===== config.mk =====
export PLATFORM = sky130hd
export DESIGN_NAME = playfair_digraph_encrypt
export DESIGN_NICKNAME = d
export VERILOG_FILES = /design/src/rtl/pfe_pkg.sv /design/src/rtl/playfair_digraph_encrypt.sv /design/src/rtl/pfe_front.sv /design/src/rtl/pfe_pair_fifo.sv /design/src/rtl/pfe_back.sv
export SDC_FILE = /design/constraint.sdc
export NUM_CORES = 1
export LEC_CHECK = 0
export BUFFER_PORTS_ARGS = -buffer_cell sky130_fd_sc_hd__buf_4
export CAP_MARGIN = 20
export CORE_MARGIN = 1
export CORE_UTILIZATION = 54
export DETAILED_ROUTE_END_ITERATION = 10
export PLACE_DENSITY = 0.79
export REMOVE_ABC_BUFFERS = 1
export SLEW_MARGIN = 20
export SYNTH_ARGS = -nofsm -noshare
export SYNTH_HDL_FRONTEND = slang
export SYNTH_SLANG_ARGS = --single-unit

===== constraint.sdc =====
create_clock -name clk -period 6.7 [get_ports clk]
set_clock_uncertainty 0.1 [all_clocks]
set_input_delay 0 -clock clk [delete_from_list [all_inputs] [get_ports clk]]
set_output_delay 0 -clock clk [all_outputs]
set_load 0.02 [all_outputs]

===== src/rtl/pfe_pkg.sv =====
// Shared types, constants and helper functions for the Playfair digraph encryptor.
package pfe_pkg;

    localparam int SQ_SIDE     = 5;
    localparam int LETTER_W    = 5;
    localparam int POS_W       = 3;
    localparam int CFG_DATA_W  = 50;
    localparam int CFG_INDEX_W = 2;

    localparam logic [LETTER_W-1:0] LETTER_I = 5'd8;
    localparam logic [LETTER_W-1:0] LETTER_J = 5'd9;

    localparam logic [CFG_INDEX_W-1:0] REG_SQ_FIRST  = 2'd0;
    localparam logic [CFG_INDEX_W-1:0] REG_SQ_SECOND = 2'd1;
    localparam logic [CFG_INDEX_W-1:0] REG_SQ_LAST   = 2'd2;
    localparam logic [CFG_INDEX_W-1:0] REG_FILLER    = 2'd3;

    typedef logic [LETTER_W-1:0] letter_t;
    typedef logic [POS_W-1:0]    pos_idx_t;
    typedef letter_t [SQ_SIDE-1:0][SQ_SIDE-1:0] grid_t;

    typedef struct packed {
        letter_t a;
        letter_t b;
        logic    last;
    } pair_t;

    typedef struct packed {
        pos_idx_t row;
        pos_idx_t col;
    } pos_t;

    typedef struct packed {
        pos_t pa;
        pos_t pb;
        logic last;
    } loc_t;

    function automatic letter_t fold_j(letter_t v);
        return (v == LETTER_J) ? LETTER_I : v;
    endfunction

    function automatic pos_idx_t wrap_inc(pos_idx_t v);
        return (v == pos_idx_t'(SQ_SIDE - 1)) ? '0 : v + pos_idx_t'(1);
    endfunction

    // lowest matching cell wins; no match gives row 0, column 0
    function automatic pos_t locate(grid_t grid, letter_t letter);
        pos_t p;
        p = '0;
        for (int r = SQ_SIDE - 1; r >= 0; r--) begin
            for (int c = SQ_SIDE - 1; c >= 0; c--) begin
                if (grid[r][c] == letter) begin
                    p.row = pos_idx_t'(r);
                    p.col = pos_idx_t'(c);
                end
            end
        end
        return p;
    endfunction

endpackage


===== src/rtl/playfair_digraph_encrypt.sv =====
// Top level of the Playfair digraph encryptor with its configuration registers.
//
// Input channel: plaintext letters 0..25 (J is taken as I) with message_end on
// the last letter; a transfer happens when push is high and full is low.
// Output channel: ciphertext letters; the oldest waiting letter is shown while
// empty is low and is transferred when pop is high. final_letter marks the last
// ciphertext letter of a message.
// Configuration: cfg_write with cfg_index 0..2 loads the 5x5 key square, cells
// packed five bits each, lowest cell in the low bits; index 3 sets the filler.
// Write only while the block is idle.
// Each input letter causes 0, 2 or 4 output letters at one per cycle while pop
// stays high, so output sets the rate: plain text is taken at one letter per
// cycle, doubled letters more slowly, as each yields a whole digraph. A doubled
// pair at message end holds full high while its second digraph waits to enter
// the pair queue. A completed digraph passes through the pair queue, the lookup
// register and the encrypt register, whose load clears empty.
// A stalled receiver fills the output register, the lookup stage and the pair
// queue, then full rises; nothing is lost. Reset clears the held letter and all
// queues and loads the default square MONARCHYBDEFGIKLPQSTUVWXZ with filler X.
module playfair_digraph_encrypt #(
    parameter int PAIR_DEPTH = 4
) (
    input  logic                               clk,
    input  logic                               rst_n,
    input  logic                               cfg_write,
    input  logic [pfe_pkg::CFG_INDEX_W-1:0]    cfg_index,
    input  logic [pfe_pkg::CFG_DATA_W-1:0]     cfg_data,
    input  logic                               push,
    output logic                               full,
    input  logic [pfe_pkg::LETTER_W-1:0]       plain_letter,
    input  logic                               message_end,
    output logic                               empty,
    input  logic                               pop,
    output logic [pfe_pkg::LETTER_W-1:0]       cipher_letter,
    output logic                               final_letter
);
    import pfe_pkg::*;

    localparam int SQ_BITS_TEN  = 10 * LETTER_W;
    localparam int SQ_BITS_FIVE = SQ_SIDE * LETTER_W;

    logic [SQ_BITS_TEN-1:0]  sq_first_reg;
    logic [SQ_BITS_TEN-1:0]  sq_second_reg;
    logic [SQ_BITS_FIVE-1:0] sq_last_reg;
    letter_t                 filler_reg;

    grid_t grid;
    logic  pair_wr, pair_rd, fifo_full, fifo_empty;
    pair_t wr_pair, rd_pair;

    always_ff @(posedge clk or negedge rst_n)
    begin
        if (!rst_n) begin
            sq_first_reg  <= 50'd107484862756300;
            sq_second_reg <= 50'd688860520781988;
            sq_last_reg   <= 25'd26991284;
            filler_reg    <= 5'd23;
        end
        else if (cfg_write) begin
            case (cfg_index)
                REG_SQ_FIRST:  sq_first_reg  <= cfg_data[SQ_BITS_TEN-1:0];
                REG_SQ_SECOND: sq_second_reg <= cfg_data[SQ_BITS_TEN-1:0];
                REG_SQ_LAST:   sq_last_reg   <= cfg_data[SQ_BITS_FIVE-1:0];
                REG_FILLER:    filler_reg    <= cfg_data[LETTER_W-1:0];
                default:       filler_reg    <= filler_reg;
            endcase
        end
    end

    always_comb
    begin
        for (int r = 0; r < SQ_SIDE; r++) begin
            for (int c = 0; c < SQ_SIDE; c++) begin
                if (r * SQ_SIDE + c < 10) begin
                    grid[r][c] = sq_first_reg[(r * SQ_SIDE + c) * LETTER_W +: LETTER_W];
                end
                else if (r * SQ_SIDE + c < 20) begin
                    grid[r][c] = sq_second_reg[(r * SQ_SIDE + c - 10) * LETTER_W +: LETTER_W];
                end
                else begin
                    grid[r][c] = sq_last_reg[(r * SQ_SIDE + c - 20) * LETTER_W +: LETTER_W];
                end
            end
        end
    end

    pfe_front u_front (
        .clk          (clk),
        .rst_n        (rst_n),
        .push         (push),
        .full         (full),
        .plain_letter (plain_letter),
        .message_end  (message_end),
        .filler       (filler_reg),
        .fifo_full    (fifo_full),
        .pair_wr      (pair_wr),
        .pair_data    (wr_pair)
    );

    pfe_pair_fifo #(
        .DEPTH (PAIR_DEPTH)
    ) u_fifo (
        .clk     (clk),
        .rst_n   (rst_n),
        .wr      (pair_wr),
        .wr_data (wr_pair),
        .full    (fifo_full),
        .rd      (pair_rd),
        .rd_data (rd_pair),
        .empty   (fifo_empty)
    );

    pfe_back u_back (
        .clk           (clk),
        .rst_n         (rst_n),
        .grid          (grid),
        .pair_valid    (!fifo_empty),
        .pair_in       (rd_pair),
        .pair_rd       (pair_rd),
        .empty         (empty),
        .pop           (pop),
        .cipher_letter (cipher_letter),
        .final_letter  (final_letter)
    );

    a_no_write_when_full: assert property (@(posedge clk) disable iff (!rst_n)
        pair_wr |-> !fifo_full)
        else $error("pair written into a full queue");

    a_no_read_when_empty: assert property (@(posedge clk) disable iff (!rst_n)
        pair_rd |-> !fifo_empty)
        else $error("pair read from an empty queue");

    a_full_on_backlog: assert property (@(posedge clk) disable iff (!rst_n)
        fifo_full |-> full)
        else $error("input not held off with pair queue full");

endmodule


===== src/rtl/pfe_front.sv =====
// Front end: accepts plaintext letters, forms digraphs and inserts filler.
module pfe_front (
    input  logic           clk,
    input  logic           rst_n,
    input  logic           push,
    output logic           full,
    input  pfe_pkg::letter_t plain_letter,
    input  logic           message_end,
    input  pfe_pkg::letter_t filler,
    input  logic           fifo_full,
    output logic           pair_wr,
    output pfe_pkg::pair_t pair_data
);
    import pfe_pkg::*;

    logic    held_valid_reg, held_valid_next;
    letter_t held_reg, held_next;
    logic    pend_valid_reg, pend_valid_next;
    pair_t   pend_reg, pend_next;

    logic    acc;
    letter_t p;
    letter_t f;
    logic    first_vld;
    pair_t   first_pair;
    logic    second_vld;
    pair_t   second_pair;

    assign full = pend_valid_reg || fifo_full;
    assign acc  = push && !full;
    assign p    = fold_j(plain_letter);
    assign f    = fold_j(filler);

    always_comb
    begin
        held_valid_next = held_valid_reg;
        held_next       = held_reg;
        first_vld       = 1'b0;
        first_pair      = '{a: p, b: f, last: 1'b1};
        second_vld      = 1'b0;
        second_pair     = '{a: p, b: f, last: 1'b1};
        if (!held_valid_reg) begin
            if (message_end) begin
                first_vld = 1'b1;
            end
            else begin
                held_next       = p;
                held_valid_next = 1'b1;
            end
        end
        else if (p != held_reg) begin
            first_vld       = 1'b1;
            first_pair      = '{a: held_reg, b: p, last: message_end};
            held_valid_next = 1'b0;
        end
        else begin
            first_vld  = 1'b1;
            first_pair = '{a: held_reg, b: f, last: 1'b0};
            if (message_end) begin
                second_vld      = 1'b1;
                held_valid_next = 1'b0;
            end
            else begin
                held_next = p;
            end
        end
    end

    always_comb
    begin
        pend_valid_next = pend_valid_reg;
        pend_next       = pend_reg;
        if (pend_valid_reg) begin
            pair_wr   = !fifo_full;
            pair_data = pend_reg;
            if (!fifo_full) begin
                pend_valid_next = 1'b0;
            end
        end
        else begin
            pair_wr   = acc && first_vld;
            pair_data = first_pair;
            if (acc && second_vld) begin
                pend_valid_next = 1'b1;
                pend_next       = second_pair;
            end
        end
    end

    always_ff @(posedge clk or negedge rst_n)
    begin
        if (!rst_n) begin
            held_valid_reg <= 1'b0;
            held_reg       <= '0;
            pend_valid_reg <= 1'b0;
        end
        else begin
            pend_valid_reg <= pend_valid_next;
            if (acc) begin
                held_valid_reg <= held_valid_next;
                held_reg       <= held_next;
            end
        end
    end

    always_ff @(posedge clk)
    begin
        pend_reg <= pend_next;
    end

endmodule


===== src/rtl/pfe_pair_fifo.sv =====
// Short queue of digraphs between the front end and the encrypt back end.
module pfe_pair_fifo #(
    parameter int DEPTH = 4
) (
    input  logic           clk,
    input  logic           rst_n,
    input  logic           wr,
    input  pfe_pkg::pair_t wr_data,
    output logic           full,
    input  logic           rd,
    output pfe_pkg::pair_t rd_data,
    output logic           empty
);
    import pfe_pkg::*;

    localparam int AW = (DEPTH > 1) ? $clog2(DEPTH) : 1;
    localparam int CW = $clog2(DEPTH + 1);

    pair_t           mem [DEPTH];
    logic [AW-1:0]   wptr_reg, rptr_reg;
    logic [CW-1:0]   cnt_reg;
    logic            do_wr, do_rd;

    assign full    = (cnt_reg == CW'(DEPTH));
    assign empty   = (cnt_reg == '0);
    assign do_wr   = wr && !full;
    assign do_rd   = rd && !empty;
    assign rd_data = mem[rptr_reg];

    always_ff @(posedge clk)
    begin
        if (do_wr) begin
            mem[wptr_reg] <= wr_data;
        end
    end

    always_ff @(posedge clk or negedge rst_n)
    begin
        if (!rst_n) begin
            wptr_reg <= '0;
            rptr_reg <= '0;
            cnt_reg  <= '0;
        end
        else begin
            if (do_wr) begin
                wptr_reg <= (wptr_reg == AW'(DEPTH - 1)) ? '0 : wptr_reg + AW'(1);
            end
            if (do_rd) begin
                rptr_reg <= (rptr_reg == AW'(DEPTH - 1)) ? '0 : rptr_reg + AW'(1);
            end
            case ({do_wr, do_rd})
                2'b10:   cnt_reg <= cnt_reg + CW'(1);
                2'b01:   cnt_reg <= cnt_reg - CW'(1);
                default: cnt_reg <= cnt_reg;
            endcase
        end
    end

endmodule


===== src/rtl/pfe_back.sv =====
// Back end: locates a digraph in the key square, encrypts it, emits two letters.
module pfe_back (
    input  logic            clk,
    input  logic            rst_n,
    input  pfe_pkg::grid_t  grid,
    input  logic            pair_valid,
    input  pfe_pkg::pair_t  pair_in,
    output logic            pair_rd,
    output logic            empty,
    input  logic            pop,
    output pfe_pkg::letter_t cipher_letter,
    output logic            final_letter
);
    import pfe_pkg::*;

    logic    loc_valid_reg;
    loc_t    loc_reg;
    logic    ov_reg;
    logic    phase_reg;
    letter_t ea_reg, eb_reg;
    logic    olast_reg;

    logic    pop_ok, out_free, loc_adv, loc_take;
    letter_t ea, eb;
    loc_t    l;

    assign empty    = !ov_reg;
    assign pop_ok   = pop && ov_reg;
    assign out_free = !ov_reg || (phase_reg && pop_ok);
    assign loc_adv  = loc_valid_reg && out_free;
    assign loc_take = !loc_valid_reg || loc_adv;
    assign pair_rd  = pair_valid && loc_take;

    assign cipher_letter = phase_reg ? eb_reg : ea_reg;
    assign final_letter  = phase_reg && olast_reg;

    assign l = loc_reg;

    always_comb
    begin
        if (l.pa.row == l.pb.row) begin
            ea = grid[l.pa.row][wrap_inc(l.pa.col)];
            eb = grid[l.pb.row][wrap_inc(l.pb.col)];
        end
        else if (l.pa.col == l.pb.col) begin
            ea = grid[wrap_inc(l.pa.row)][l.pa.col];
            eb = grid[wrap_inc(l.pb.row)][l.pb.col];
        end
        else begin
            ea = grid[l.pa.row][l.pb.col];
            eb = grid[l.pb.row][l.pa.col];
        end
    end

    always_ff @(posedge clk or negedge rst_n)
    begin
        if (!rst_n) begin
            loc_valid_reg <= 1'b0;
            ov_reg        <= 1'b0;
            phase_reg     <= 1'b0;
        end
        else begin
            if (loc_take) begin
                loc_valid_reg <= pair_valid;
            end
            if (pop_ok) begin
                if (!phase_reg) begin
                    phase_reg <= 1'b1;
                end
                else begin
                    phase_reg <= 1'b0;
                    ov_reg    <= 1'b0;
                end
            end
            if (loc_adv) begin
                ov_reg    <= 1'b1;
                phase_reg <= 1'b0;
            end
        end
    end

    always_ff @(posedge clk)
    begin
        if (pair_rd) begin
            loc_reg <= '{pa: locate(grid, pair_in.a), pb: locate(grid, pair_in.b),
                         last: pair_in.last};
        end
        if (loc_adv) begin
            ea_reg    <= ea;
            eb_reg    <= eb;
            olast_reg <= l.last;
        end
    end

endmodule

After elaboration in Yosys (flattened, before gate mapping)
Memory sizes are Yosys's and may differ from the RTL's.
Index checks and enable logic that the tools add are counted.

storage, ports and cells
  bits in registers = 181
  memory bits (writable) = 44
  input port bits = 63
  output and inout port bits = 8
  word-level logic and storage cells = 264
  memories = 1

memories
  name        words  width  read ports  clocked after Yosys merged registers in  write ports  line                 RTL
  u_fifo.mem  4      11     1           0                                        1            pfe_pair_fifo.sv:19  pair_t mem [DEPTH];

cells by class
  add/subtract/negate cells = 8
  magnitude comparators = 8
  equal/unequal tests = 68
  mux-type cells = 107
  bitwise gates (word level) = 1
  reductions and logical operators = 40

operators by type and width
  operator                                             count
  binary-select mux 25 bit (select 3 bit)              4
  == test 5 bit                                        50
  2-to-1 mux 5 bit                                     36
  2-to-1 mux 25 bit                                    4
  binary-select mux 5 bit (select 3 bit)               6
  2-to-1 mux 6 bit                                     11
  2-to-1 mux 4 bit                                     10
  OR reduction 20 bit                                  2
  < comparator 3 x 4 -> 1 bit (second input constant)  8
  2-to-1 mux 11 bit                                    2
  2-to-1 mux 1 bit                                     21
  OR reduction 10 bit                                  2
  2-to-1 mux 3 bit                                     6
  adder 3 x 1 -> 3 bit (second input constant)         5
  == test 3 bit (second input constant)                5
  AND reduction 2 bit                                  7
  2-to-1 mux 2 bit                                     6
  == test 2 bit (second input constant)                5
  == test 5 x 4 -> 1 bit (second input constant)       2
  logical AND 1 bit                                    10
  OR reduction 5 bit                                   2
  OR reduction 4 bit                                   2
  == test 3 bit                                        2
  case mux 3 bit (2 select lines)                      1
  12 further kinds                                     23

Longest topological paths before layout
An unclocked memory read counts as a cell.

  word-level depth = 26
  mapped depth = 14
  mapped depth without buffers = 10

Modules after synthesis
Synthesis repeated with hierarchy kept, for this count alone.

unflattened totals
  cells, all modules = 1789
  area total of the unflattened synthesis = 18192.4 um^2

modules (own cells, without submodules)
  module                    times used  cells each  area an instance (um^2)  sequential area each (um^2)
  pfe_back                  1           1313        10193.5                  795.8
  playfair_digraph_encrypt  1           277         4918.5                   3326.9
  pfe_pair_fifo             1           97          2075.7                   1496.4
  pfe_front                 1           102         1004.7                   475.5

Worst setup path before layout
No wires, ideal clock.

  path type = register -> register
  start point = register u_back.loc_reg (netlist bit u_back.l[4])
  end point = register u_back.eb_reg[0] (data pin)
  library setup time = 0.272 ns
  arrival time = 3.527 ns
  data required time = 6.328 ns
  slack = 2.801 ns
  cell stages (with the launch flop) = 14
  path buffers = 3
  period minus slack after synthesis = 3.899 ns
  cell sequence = edfxtp_1 > clkbuf_1 > buf_2 > buf_2 > clkinv_1 > ha_1 > a21oi_2 > mux4_2 > mux2_2 > a22oi_1 > o22a_1 > nor2_1 > o21ai_0 > o21ai_0

between the ends
  longest elaborated chain between the ends = 8
  elaborated cells on any way between the ends = 16
  classes of those cells = add/sub: 1; eq/ne: 2; mux: 13

ends and longest elaborated chain
  item                                                          line            RTL
  from (decl)                                                   pfe_back.sv:17  loc_t loc_reg;
  from (signal assigned)                                        pfe_back.sv:85  loc_reg <= '{pa: locate(grid, pair_in.a), pb: locate(grid, pair_in.b),
  adder 3 x 1 -> 3 bit / == test 3 bit (equally long branches)  pfe_pkg.sv:44   return (v == pos_idx_t'(SQ_SIDE - 1)) ? '0 : v + pos_idx_t'(1);
  2-to-1 mux 3 bit                                              pfe_pkg.sv:44
  binary-select mux 25 bit (select 3 bit)                       pfe_back.sv:47  eb = grid[wrap_inc(l.pb.row)][l.pb.col];
  2-to-1 mux 25 bit (not written as such)                       pfe_back.sv:47
  binary-select mux 5 bit (select 3 bit)                        pfe_back.sv:47
  2-to-1 mux 5 bit (not written as such)                        pfe_back.sv:47
  2-to-1 mux 5 bit                                              pfe_back.sv:45  else if (l.pa.col == l.pb.col) begin
  2-to-1 mux 5 bit *                                            pfe_back.sv:41  if (l.pa.row == l.pb.row) begin
  net u_back.eb[0]                                              pfe_back.sv:24  letter_t ea, eb;
  to (signal assigned)                                          pfe_back.sv:90  eb_reg <= eb;
  to (decl)                                                     pfe_back.sv:20  letter_t ea_reg, eb_reg;

The timed path passes the listed nets; every way through them passes the cells marked *. The select of a mux whose other input is x is not followed.
A chain may end at the register's enable or synchronous reset.

Final worst setup path
  start point = register u_back.loc_reg (netlist bit u_back.l[10])
  end point = register u_back.ea_reg[2] (data pin)

between the ends
  longest elaborated chain between the ends = 8
  elaborated cells on any way between the ends = 16
  classes of those cells = add/sub: 1; eq/ne: 2; mux: 13

ends and longest elaborated chain
  item                                                          line            RTL
  adder 3 x 1 -> 3 bit / == test 3 bit (equally long branches)  pfe_pkg.sv:44
  2-to-1 mux 3 bit                                              pfe_pkg.sv:44
  binary-select mux 25 bit (select 3 bit)                       pfe_back.sv:46  ea = grid[wrap_inc(l.pa.row)][l.pa.col];
  2-to-1 mux 25 bit (not written as such)                       pfe_back.sv:46
  binary-select mux 5 bit (select 3 bit)                        pfe_back.sv:46
  2-to-1 mux 5 bit (not written as such)                        pfe_back.sv:46
  2-to-1 mux 5 bit                                              pfe_back.sv:45
  2-to-1 mux 5 bit *                                            pfe_back.sv:41
  net u_back.ea[2]                                              pfe_back.sv:24
  to (signal assigned)                                          pfe_back.sv:89  ea_reg <= ea;
  to (decl)                                                     pfe_back.sv:20

Marks and branches as above.

==> flow_metrics.tcl <==
set metrics [dict create \
    rows 65 \
    cts_made_buffers 25 \
    core_sq_um 31900 \
    cp_cell_sequence "inv_1 -> ha_1 -> a21oi_2 -> buf_4 -> mux4_2 -> mux2i_1 -> o21ai_0 -> a21oi_1 -> o221ai_1 -> and3_1" \
    critical_path_arrival_ps 4230 \
    p_per_area_nw_per_um2 556 \
    reg2regPathDepth 10 \
    synth_xor_area_frac 0.132 \
    synth_top_area_share 0.133 \
    cts_buffer_depth 3 \
    worst_slew_pin_slew_ps 1040 \
    power_mw 10.9 \
    slowest_delay_ps 850 \
    start_kind "flip-flop" \
    insertion_delay_ps 560 \
    totalWireLength_microns 60400 \
    setup_viol 0 \
    initial_core_util 0.553 \
    fmax_mhz 248 \
    viasPerCell 6.86 \
    grt_max_degree 72 \
    synth_top_family_by_area "multiplexers" \
    syn_avg_cell_area_sq_um 11.0 \
    cp_num_cells 10 \
    drt-initial-drc-count 1879 \
    tns_ps 0 \
    layout.nets 1711 \
    rsz0062_at_grt "no" \
    synth-seq-cells 225 \
    synth-simple-area-share 0.0852 \
    vias 14300 \
    final_antenna_net_count 0 \
    place.gp.congestion 1.00 \
    ir_drop_v 0.000286 \
    area_growth_pct 11.0 \
    fin_util 0.614 \
    synth_adder_area_share 0.0111 \
    synth_edf_count 78 \
    nFillCells 2559 \
    max-cap-violations 0 \
    dpl.hpwl_microns 41800 \
    antenna_found_initial 1 \
    fp.dieW_microns 183 \
    ys_types 69 \
    synth_top_area_cell "edfxtp_1" \
    status "finished clean" \
    path_clk_slew_ps 70 \
    setup_ws_ps 2670 \
    ios 71 \
    r2r_setup_slack_ps 2670 \
    grt_pass1_vias 14100 \
    crit_buf_inv 2 \
    finalCritPeriodShare 0.601 \
    syn_area_sq_um 17600 \
    grt_use_total 0.369 \
    dr.pass1.iters 6 \
    num_antenna_cells 0 \
    cts_sinks 225 \
    maxSlewViolCount 0 \
    overflow 0 \
    die_h_microns 183 \
    finalCriticalPeriod_ps 4030 \
    synth-seq-area-share 0.346 \
    wire_per_inst_microns 28.9 \
    yosys_warnings 0 \
    post_cts_resized 0 \
    p_leak_nw 7.35 \
    cts_tree "done" \
    finalHoldViolations 0 \
    cts_root_buf "clkbuf_16" \
    syn-instance-count 1604 \
    synth_area_leaders "edfxtp_1, mux4_2, dfrtp_1" \
    drive_above_1_share 0.285 \
    numPortBuffers 70 \
    die-area_sq_um 33400 \
    cts_max_level 1 \
    grt_pass1_wl_microns 91300 \
    pre_cts_ws_ps 2750 \
    ys.flop_type "dfrtp_1" \
    async_flop_share 0.653 \
    cp.required_ps 6910 \
    critPathKind "flip-flop to flip-flop" \
    synth_compound_area_frac 0.0958 \
    crit_family "compound AO/OA/AOI/OAI gates" \
    drc_errors 0 \
    synth_mux_area_frac 0.273 \
    cp_slowest_cell "edfxtp_1" \
    end_kind "flip-flop" \
    worstHoldPathType "input pin to async pin" \
    path_max_fanout 19 \
    slew_headroom 0.304 \
]
## layout make-up
type / instances / area, sq um / share of cell area
inverters: 33 / 124 / 0.00633
multi-input cells: 1186 / 10500 / 0.539
clock buffers: 37 / 762 / 0.0389
well taps: 435 / 544 / 0.0278
flip-flops and latches: 225 / 6090 / 0.311
clock inverters: 9 / 113 / 0.00575
repair buffers: 162 / 1400 / 0.0715
## path summary, 6_finish.rpt
kind                                   startpoint                 to
max in group asynchronous                   rst_n      u_back.ov_reg
min in group clk                     cfg_data[35]  sq_second_reg[35]
worst min register to register  u_fifo.cnt_reg[2]  u_fifo.cnt_reg[2]
worst min-delay path                        rst_n   sq_first_reg[40]
worst max register to register       u_back.l[10]   u_back.ea_reg[2]
worst max-delay path                 u_back.l[10]   u_back.ea_reg[2]
## synth_stat cells, types with 8 or more instances
library cell / n
dfstp_2: 59
mux2_2: 147
a22oi_1: 25
nor2_1: 48
inv_1: 28
edfxtp_1: 78
buf_4: 9
a21oi_1: 46
nand3_1: 62
mux4_2: 101
nand2_1: 81
xor2_1: 116
buf_2: 12
o221ai_1: 25
nor3_1: 60
mux2i_1: 77
buf_1: 26
ha_1: 14
clkbuf_1: 87
xnor2_1: 147
nor4_1: 9
o21ai_0: 114
buf_6: 10
nor2b_1: 8
dfrtp_1: 88
## cells in the final DEF (no fill, tap or decap), types with 62 or more instances in the layout
master,count
nand3_1,62
mux2_2,147
nand2_1,81
mux4_2,101
edfxtp_1,78
xor2_1,116
buf_4,96
xnor2_1,147
o21ai_0,114
dlygate4sd3_1,64
mux2i_1,77
dfrtp_1,88
## kinds of logic (layout without fill, tap and decap cells)
group,Yosys count,count (layout)
fa+ha+maj,15,15
buf+inv,193,241
xor+xnor,265,265
simple gates,310,310
mux,329,329
flops,225,225
compound gates,267,267
## metrics by stage
step           instance area (sq um)  hold WS [ps]  std cells
2_1_floorplan                  16700          -396       1444
3_3_place_gp                   18000         -49.4       1976
3_5_place_dp                   18000         -36.9       1976
4_1_cts                        19600          84.7       2087
5_1_grt                        19600           117       2087
6_report                       19600          87.5       2087
## power breakdown
| part | internal [mW] | total [mW] | switching, mW |
|---|---|---|---|
| combinational | 2.94 | 6.78 | 3.84 |
| clock | 0.870 | 1.46 | 0.586 |
| sequential | 1.93 | 2.64 | 0.711 |
| total | 5.74 | 10.9 | 5.13 |
## repair_timing
| item | CTS | global route |
|---|---|---|
| hold buffers | 65 | 0 |
| hold endpoints to repair | 245 | 0 |
| buffers inserted | 0 | 0 |
## layer usage
layer / vias up / share of wire / global-route usage
met1: 7134 / 0.38 / 0.485
li1: 5955 / - / -
met5: - / 0.00022 / 0
met3: 232 / 0.12 / 0.103
met4: 2 / 0.054 / 0.159
met2: 986 / 0.45 / 0.573
## worst register-to-register path: cells and delay by family (launching register included)
family	cells	cell delay, ps
and+or+nand+nor	1	240
buffers and inverters	2	590
adders and majority gates	1	310
DFF	1	850
AOI/OAI and AO/OA	4	1040
muxes	2	660
No activity file was read; power rests on OpenSTA's default activity.
